===== config.mk =====
export PLATFORM = sky130hd
export DESIGN_NAME = rcpd_ctrl
export DESIGN_NICKNAME = d
export VERILOG_FILES = /design/src/rtl/rcpd_pkg.sv /design/src/rtl/rcpd_ctrl.sv
export SDC_FILE = /design/constraint.sdc
export NUM_CORES = 1
export LEC_CHECK = 0
export ABC_CLOCK_PERIOD_IN_PS = 1400
export BUFFER_PORTS_ARGS = -buffer_cell sky130_fd_sc_hd__buf_4
export CAP_MARGIN = 20
export CORE_AREA = 2 2 39 41
export DETAILED_ROUTE_END_ITERATION = 10
export DIE_AREA = 0 0 41 43
export GPL_ROUTABILITY_DRIVEN = 0
export GPL_TIMING_DRIVEN = 0
export PLACE_DENSITY_LB_ADDON = 0.1
export SYNTH_ARGS = -nofsm -noshare
export SYNTH_HDL_FRONTEND = slang
export SYNTH_SLANG_ARGS = --single-unit
export TNS_END_PERCENT = 1

===== constraint.sdc =====
create_clock -name clk -period 1.4 [get_ports clk]
set_input_delay 0.28 -clock clk [delete_from_list [all_inputs] [get_ports clk]]
set_output_delay 0.28 -clock clk [all_outputs]
set_load 0.005 [all_outputs]

===== src/rtl/rcpd_pkg.sv =====
// Shared types and constants for the rank change-point detector.
// Used by every module of the block except rcpd_ram; depends on nothing else.
`timescale 1ns / 1ps

package rcpd_pkg;

  // Sample word width and window capacity.
  localparam int VALUE_BITS = 32;
  localparam int MAX_WINDOW = 256;
  localparam int ADDR_BITS  = $clog2(MAX_WINDOW);
  localparam int CNT_BITS   = $clog2(MAX_WINDOW + 1);

  // Statistic widths: rank sums and accumulated sums.
  localparam int SUM_BITS  = CNT_BITS + 1;
  localparam int ACC_BITS  = 16;
  localparam int STAT_BITS = 15;
  localparam int IDX_BITS  = 8;

  // Threshold register, unsigned Q8.16.
  localparam int                CFG_BITS  = 24;
  localparam logic [CFG_BITS-1:0] CFG_RESET = 24'd241755;
  localparam int                FRAC_BITS = 16;

  // Widths of the test products.
  localparam int KSQ_BITS   = 2 * STAT_BITS;
  localparam int LHS_BITS   = KSQ_BITS + 3;
  localparam int NSQ_BITS   = 2 * CNT_BITS;
  localparam int NCUBE_BITS = 25;
  localparam int CMP_BITS   = CFG_BITS + NCUBE_BITS;

  // Input word.
  typedef struct packed {
    logic signed [VALUE_BITS-1:0] sample_value;
    logic                         last;
  } in_word_t;

  // Result word.
  typedef struct packed {
    logic [STAT_BITS-1:0] max_stat;
    logic [IDX_BITS-1:0]  change_index;
    logic                 significant;
    logic [CNT_BITS-1:0]  window_len;
  } out_word_t;

  // Commands from the controller to the datapath.
  typedef struct packed {
    logic store;
    logic start;
    logic rd_i;
    logic lat_xi;
    logic sweep;
    logic acc;
    logic mul1;
    logic mul2;
    logic mul3;
    logic commit;
  } rcpd_cmd_t;

  // Status from the datapath to the controller.
  typedef struct packed {
    logic j_last;
    logic i_last;
  } rcpd_stat_t;

endpackage


===== src/rtl/rcpd_ctrl.sv =====
// Controller state machine: input and result handshakes and the evaluation sequence.
// Depends on rcpd_pkg for the command and status structs.
`timescale 1ns / 1ps

module rcpd_ctrl (
  input  logic               clk,
  input  logic               rst_n,
  input  logic               in_valid,
  input  logic               in_last,
  output logic               in_ready,
  output logic               out_valid,
  input  logic               out_ready,
  input  rcpd_pkg::rcpd_stat_t stat,
  output rcpd_pkg::rcpd_cmd_t  cmd
);
  import rcpd_pkg::*;

  localparam logic [3:0] S_LOAD  = 4'd0;
  localparam logic [3:0] S_RDI   = 4'd1;
  localparam logic [3:0] S_LATI  = 4'd2;
  localparam logic [3:0] S_SWEEP = 4'd3;
  localparam logic [3:0] S_ACC   = 4'd4;
  localparam logic [3:0] S_MUL1  = 4'd5;
  localparam logic [3:0] S_MUL2  = 4'd6;
  localparam logic [3:0] S_MUL3  = 4'd7;
  localparam logic [3:0] S_CMP   = 4'd8;

  logic [3:0] state_r, state_nxt;
  logic       out_valid_r, out_valid_nxt;
  logic       accept;
  logic       out_free;

  assign in_ready  = (state_r == S_LOAD);
  assign accept    = in_valid && in_ready;
  assign out_valid = out_valid_r;
  assign out_free  = !out_valid_r || out_ready;

  // Next state and command decode.
  always_comb begin
    state_nxt     = state_r;
    out_valid_nxt = out_valid_r && !out_ready;
    cmd           = '0;
    case (state_r)
      S_LOAD: begin
        cmd.store = accept;
        if (accept && in_last) begin
          cmd.start = 1'b1;
          state_nxt = S_RDI;
        end
      end
      S_RDI: begin
        cmd.rd_i  = 1'b1;
        state_nxt = S_LATI;
      end
      S_LATI: begin
        cmd.lat_xi = 1'b1;
        state_nxt  = S_SWEEP;
      end
      S_SWEEP: begin
        cmd.sweep = 1'b1;
        if (stat.j_last) begin
          state_nxt = S_ACC;
        end
      end
      S_ACC: begin
        cmd.acc   = 1'b1;
        state_nxt = stat.i_last ? S_MUL1 : S_RDI;
      end
      S_MUL1: begin
        cmd.mul1  = 1'b1;
        state_nxt = S_MUL2;
      end
      S_MUL2: begin
        cmd.mul2  = 1'b1;
        state_nxt = S_MUL3;
      end
      S_MUL3: begin
        cmd.mul3  = 1'b1;
        state_nxt = S_CMP;
      end
      S_CMP: begin
        // Wait until the output register is free, then load the result.
        if (out_free) begin
          cmd.commit    = 1'b1;
          out_valid_nxt = 1'b1;
          state_nxt     = S_LOAD;
        end
      end
      default: begin
        state_nxt = S_LOAD;
      end
    endcase
  end

  // State and result-valid registers.
  always_ff @(posedge clk) begin
    if (!rst_n) begin
      state_r     <= S_LOAD;
      out_valid_r <= 1'b0;
    end else begin
      state_r     <= state_nxt;
      out_valid_r <= out_valid_nxt;
    end
  end

endmodule


==> flow_metrics.py, run 1 <==
metrics = {
    "place": {
        "postPlaceCellArea_um2": 522,
        "hpwl_um": 688,
        "dp_cells": 76,
        "port_buffers": 18,
    },
    "layout": {
        "fillers": 145,
        "finalInstanceArea_um2": 603,
        "area_growth_pct": 64.5,
        "diodes": 0,
        "nNetsFinal": 76,
        "fin_util_pct": 43.6,
        "instances_no_fill": 84,
        "drive_above_1_share_pct": 54.4,
    },
    "drt": {
        "m1WireLength_um": 397,
        "drt-initial-drc-count": 5,
        "routed-wl-met2_um": 416,
        "wire_per_inst_um": 10.8,
        "vias": 386,
        "ant_nets": 0,
        "drc": 0,
        "routed-wl-met3_um": 72,
        "topRoutingLayerUsed": "met4",
        "dr.pass1.iters": 2,
        "vias_per_cell": 4.60,
        "routed_wl_um": 906,
    },
    "power": {
        "power_uw": 439,
        "p_per_area_nw_per_um2": 728,
        "vdd_ir_drop_max_v": 0.000386,
        "p_leak_nw": 0.270,
    },
    "synthesis": {
        "syn_area_um2": 367,
        "synth_area_per_cell_um2": 8.73,
        "synth.cells.most_frequent": "5 x dfxtp_1, 5 x nor2_1, 4 x nor3_1, 3 x o21a_1",
        "syn_inst": 42,
        "synth.distinct_cells": 24,
        "ys_async_sr_fraction_pct": 0,
        "ys_ff_latch": 5,
        "synth_top_area_share_pct": 27.3,
        "ys_seq_area_share_pct": 27.3,
        "synth_fp_nets": 49,
        "synth_edf_count": 0,
        "yosys.area.top_type": "dfxtp_1",
        "dominantRegCellSynth": "dfxtp_1",
        "yosys-top-cells-area": "dfxtp_1 27%, buf_6 6.1%, o21a_1 6.1%",
        "ys_warn_count": 0,
    },
    "timing": {
        "finClkSkew_ns": 0.00312,
        "drv_slew": 0,
        "worstMarginPinSlew_ns": 0.423,
        "hold_viol": 0,
        "fin_ws_ns": -0.163,
        "max_freq_mhz": 640,
        "rsz0062_at_grt": "yes",
        "fin_crit_ns": 1.56,
        "finalCritPeriodShare_pct": 112,
        "setup_viol": 11,
        "slew_headroom_pct": 71.4,
    },
    "setup_path": {
        "ff2ff_path_depth": 5,
        "reg2reg_from": "state_r[1]",
        "crit_required_ns": 1.12,
        "cp-startpoint": "state_r[1]",
        "startpoint_type": "flop",
        "cp-end-kind": "primary output",
        "worst-path-max-fanout": 6,
        "critPathKind": "reg2out",
        "arrival_ns": 1.28,
    },
    "clock_tree": {
        "clock_sinks": 5,
        "path_clk_slew_ns": 0.04,
        "cts_made_buffers": 3,
        "htree_levels": 1,
        "cts_buffer_depth": 2,
        "cts_tree": "built",
        "clock_latency_ns": 0.24,
        "clockRootBuffer": "clkbuf_4",
        "cts_hold_buf": 0,
    },
    "global_route": {
        "grt_overflow": 0,
        "grt_pass1_vias": 338,
        "antenna_found_initial": 0,
        "track_usage_pct": 12.1,
        "grt_pass1_wl_mm": 1.43,
        "grt_max_degree": 11,
    },
    "min_path": {
        "min_from": "rst_n",
        "hold_class": "in2reg",
        "whs_path_depth": 2,
    },
    "job": {
        "maxCapViolCount": 0,
    },
    "floorplanning": {
        "fp.dieArea_um2": 1760,
        "fp.dieW_um": 41,
        "core-area_um2": 1380,
        "die_h_um": 43,
        "initial_utilization_pct": 26.5,
        "rows": 14,
        "io_pins": 19,
    },
    "run_status": {
        "violations": "setup timing",
        "outcome": "finished with violations",
    },
}
cell families after synthesis:
family | count (synthesis) | synth area share (%)
AOI/OAI and AO/OA | 8 | 19.8
buffers and inverters | 5 | 9.90
DFF | 5 | 27.3
and+or+nand+nor | 24 | 43.0
layer usage:
layer	up-vias	GRT usage, %
met2	18	17.2
met4	0	10.0
met1	164	15.4
li1	202	-
met3	2	1.57
met5	-	0
worst max-delay path, cell delays in order (launching register included):
cell and delay (ns):
dfxtp_1 0.30, buf_6 0.13, nor4_4 0.31, and3_1 0.20, buf_4 0.10
flip-flops by register name, indices dropped and copies added, names as in the netlist:
| signal | flops |
|---|---|
| state_r | 4 |
| out_valid | 1 |
where the power goes:
group,total [mW],internal (mW),switching (mW)
sequential,0.150,0.148,0.00222
combinational,0.123,0.0723,0.0511
clock,0.166,0.108,0.0581
total,0.439,0.328,0.111
stage by stage:
step	hold slack, ns	setup slack, ns	setup TNS, ns
after global routing	0.280	-0.220	-1.56
after detailed placement	0.534	0.00225	0
final	0.285	-0.163	-0.878
after global placement	0.530	-0.0103	-0.0103
after CTS	0.275	-0.157	-0.994
after floorplan	0.397	0.124	0
layout make-up:
| type | instances | area, um2 | area share (%) |
|---|---|---|---|
| inverter | 1 | 3.75 | 0.622 |
| multi-input combinational | 32 | 244 | 40.5 |
| sequential | 5 | 103 | 17.0 |
| buffer | 3 | 33.8 | 5.60 |
| timing repair buffer | 23 | 173 | 28.6 |
| tap | 16 | 20.0 | 3.32 |
| clock buffer | 4 | 26.3 | 4.36 |
layout by cell type, fill, tap and decap left out:
cell type  netlist  layout
a211oi_1         1       1
a221oi_2         1       1
and2_0           1       1
and2_1           1       1
and3_1           1       1
buf_4            0      23
buf_6            2       3
clkbuf_1         0       1
clkbuf_4         0       3
dfxtp_1          5       3
dfxtp_2          0       2
inv_1            1       1
nand2_1          2       2
nand2_4          1       1
nand2b_1         2       2
nor2_1           5       4
nor2_2           0       1
nor2b_1          2       1
nor2b_2          0       1
nor3_1           4       4
nor4_1           1       1
nor4_4           1       1
nor4b_4          0       1
o2111a_1         1       1
o211ai_1         1       1
o21a_1           3       3
o311ai_0         1       1
or2b_1           1       1
or3_1            1       1
final timing paths:
kind	endpoint	slack [ns]
min reg2reg	state_r[2]	0.64
max reg2reg	state_r[2]	0.09
max	cmd[8]	-0.16
min	out_valid	0.28
repair_timing:
item | CTS | global route
pin swaps | 4 | 3
setup endpoints to repair | 9 | 11
resized for setup | 5 | 2
buffers inserted | 4 | 1
Note: power is estimated with default switching activity, not from simulation.
==> inputs of run 2 (changes only) <==
--- a/config.mk
+++ b/config.mk
@@ -14,6 +14,7 @@
 export GPL_ROUTABILITY_DRIVEN = 0
 export GPL_TIMING_DRIVEN = 0
 export PLACE_DENSITY_LB_ADDON = 0.1
+export SKIP_LAST_GASP = 1
 export SYNTH_ARGS = -nofsm -noshare
 export SYNTH_HDL_FRONTEND = slang
 export SYNTH_SLANG_ARGS = --single-unit
==> flow_metrics.py, run 2 (synthesized netlist as in run 1, its figures left out) <==
metrics = {
    "setup_path": {
        "worst-path-max-fanout": 6,
        "crit_required_ns": 1.12,
        "cp-startpoint": "state_r[1]",
        "cp_top_family": "simple AND/OR/NAND/NOR gates",
        "crit_buf_inv": 2,
        "startpoint_type": "flop",
        "slowest_delay_ns": 0.31,
        "cp-end-kind": "primary output",
        "arrival_ns": 1.28,
        "crit_chain": "buf_6, nor4_4, and3_1, buf_4",
        "critPathSlowestCell": "nor4_4",
        "critPathKind": "reg2out",
        "reg2reg_from": "state_r[1]",
    },
    "global_route": {
        "grt_busiest_layer": "met2",
        "grt_max_degree": 11,
        "met1_usage_pct": 15.8,
        "grt_overflow": 0,
        "track_usage_pct": 12.1,
        "grt_pass1_vias": 335,
        "met3_usage_pct": 1.57,
        "met2_usage_pct": 16.9,
        "antenna_found_initial": 0,
        "grt_pass1_wl_mm": 1.43,
    },
    "clock_tree": {
        "clock_latency_ns": 0.24,
        "clock_sinks": 5,
        "htree_levels": 1,
        "cts_made_buffers": 3,
        "cts_hold_buf": 0,
        "clockRootBuffer": "clkbuf_4",
        "path_clk_slew_ns": 0.04,
        "cts_tree": "built",
        "cts_buffer_depth": 2,
    },
    "run_status": {
        "outcome": "finished with violations",
        "violations": "setup timing",
    },
    "power": {
        "p_seq_share_pct": 34.1,
        "p_int_uw": 328,
        "netSwitchingPower_uw": 111,
        "power_frac_comb_pct": 28.1,
        "p_leak_nw": 0.268,
        "p_per_area_nw_per_um2": 735,
        "p_clk_share_pct": 37.7,
        "vdd_ir_drop_max_v": 0.000385,
        "netSwitchingFraction_pct": 25.3,
        "power_uw": 440,
    },
    "drt": {
        "routed_wl_um": 902,
        "drc": 0,
        "dr.pass1.iters": 4,
        "drt-initial-drc-count": 5,
        "vias_per_cell": 4.63,
        "wire_per_inst_um": 10.7,
        "ant_nets": 0,
        "vias": 389,
    },
    "timing": {
        "slew_headroom_pct": 71.5,
        "rsz0062_at_grt": "yes",
        "finalCritPeriodShare_pct": 111,
        "fin_crit_ns": 1.56,
        "finClkSkew_ns": 0.00332,
        "hold_ws_ns": 0.285,
        "fin_ws_ns": -0.161,
        "setup_viol": 11,
        "max_freq_mhz": 641,
        "worstMarginPinSlew_ns": 0.422,
        "hold_viol": 0,
        "drv_slew": 0,
    },
    "floorplanning": {
        "core-area_um2": 1380,
        "rows": 14,
        "initial_utilization_pct": 26.5,
        "fp.dieW_um": 41,
        "die_h_um": 43,
        "fp.dieArea_um2": 1760,
        "io_pins": 19,
    },
    "place": {
        "preCtsSetupSlack_ns": 0.00225,
        "port_buffers": 18,
        "hpwl_um": 688,
        "postPlaceCellArea_um2": 522,
    },
    "layout": {
        "finalInstanceArea_um2": 598,
        "final_common_cell": "buf_4",
        "drive_above_1_share_pct": 52.9,
        "fillers": 146,
        "largest_reg_flops": 4,
        "area_growth_pct": 63.1,
        "layout.cells.most_common_list": "24 x buf_4, 4 x nor2_1, 4 x nor3_1, 4 x dfxtp_1",
        "top_register": "state_r",
        "diodes": 0,
        "nNetsFinal": 76,
    },
    "min_path": {
        "hold_class": "in2reg",
        "min_from": "rst_n",
    },
    "job": {
        "maxCapViolCount": 0,
    },
}
## run 2: stage by stage
stage	utilization, %	instances	TNS [ns]
floorplan	-	42	0
global placement	37.7	76	-0.0103
detailed placement	37.7	76	0
CTS	42.3	83	-1.19
global route	43.2	84	-1.84
finish	43.2	84	-1.08
## run 2: power groups by stage
stage	registers [mW]	logic, mW	clock network, mW
2_1_floorplan	0.152	0.0574	0
3_3_place_gp	0.152	0.103	0
3_5_place_dp	0.153	0.103	0
4_1_cts	0.150	0.125	0.175
5_1_grt	0.150	0.135	0.183
6_report	0.150	0.124	0.166
## run 2: final cells by class
type	instances	area, um2	area share [%]
multi-input combinational	32	244	40.8
timing repair buffer	23	173	28.9
sequential	5	101	16.9
buffer	3	30.0	5.02
clock buffer	4	26.3	4.39
tap	16	20.0	3.35
inverter	1	3.75	0.628
## run 2: timing repair
action,CTS,global route
endpoints found under the hold margin,0,0
gates cloned,0,0
setup endpoints to repair,9,11
pin swaps,3,1
setup buffers,4,1
resized for setup,3,2
## run 2: worst reg2reg max path: stages, from the launching register on
cell and delay [ns]:
dfxtp_1 0.32, buf_6 0.13, buf_4 0.14, nand2_4 0.06, or3_1 0.36, a221oi_2 0.21
## run 2: final timing paths
path / endpoint / slack [ns] / depth (start not counted)
setup / recovery: cmd[8] / -0.16 / 4
hold / removal: out_valid / 0.28 / 2
setup reg to reg: state_r[2] / 0.10 / 5
hold reg to reg: state_r[1] / 0.64 / 2
## run 2: per-layer routing
layer	wire [um]	up-vias	part of all wire, %
met5	0	-	0
met4	19	0	2.1
met3	73	2	8.1
met2	411	20	46
met1	396	162	44
li1	-	205	-
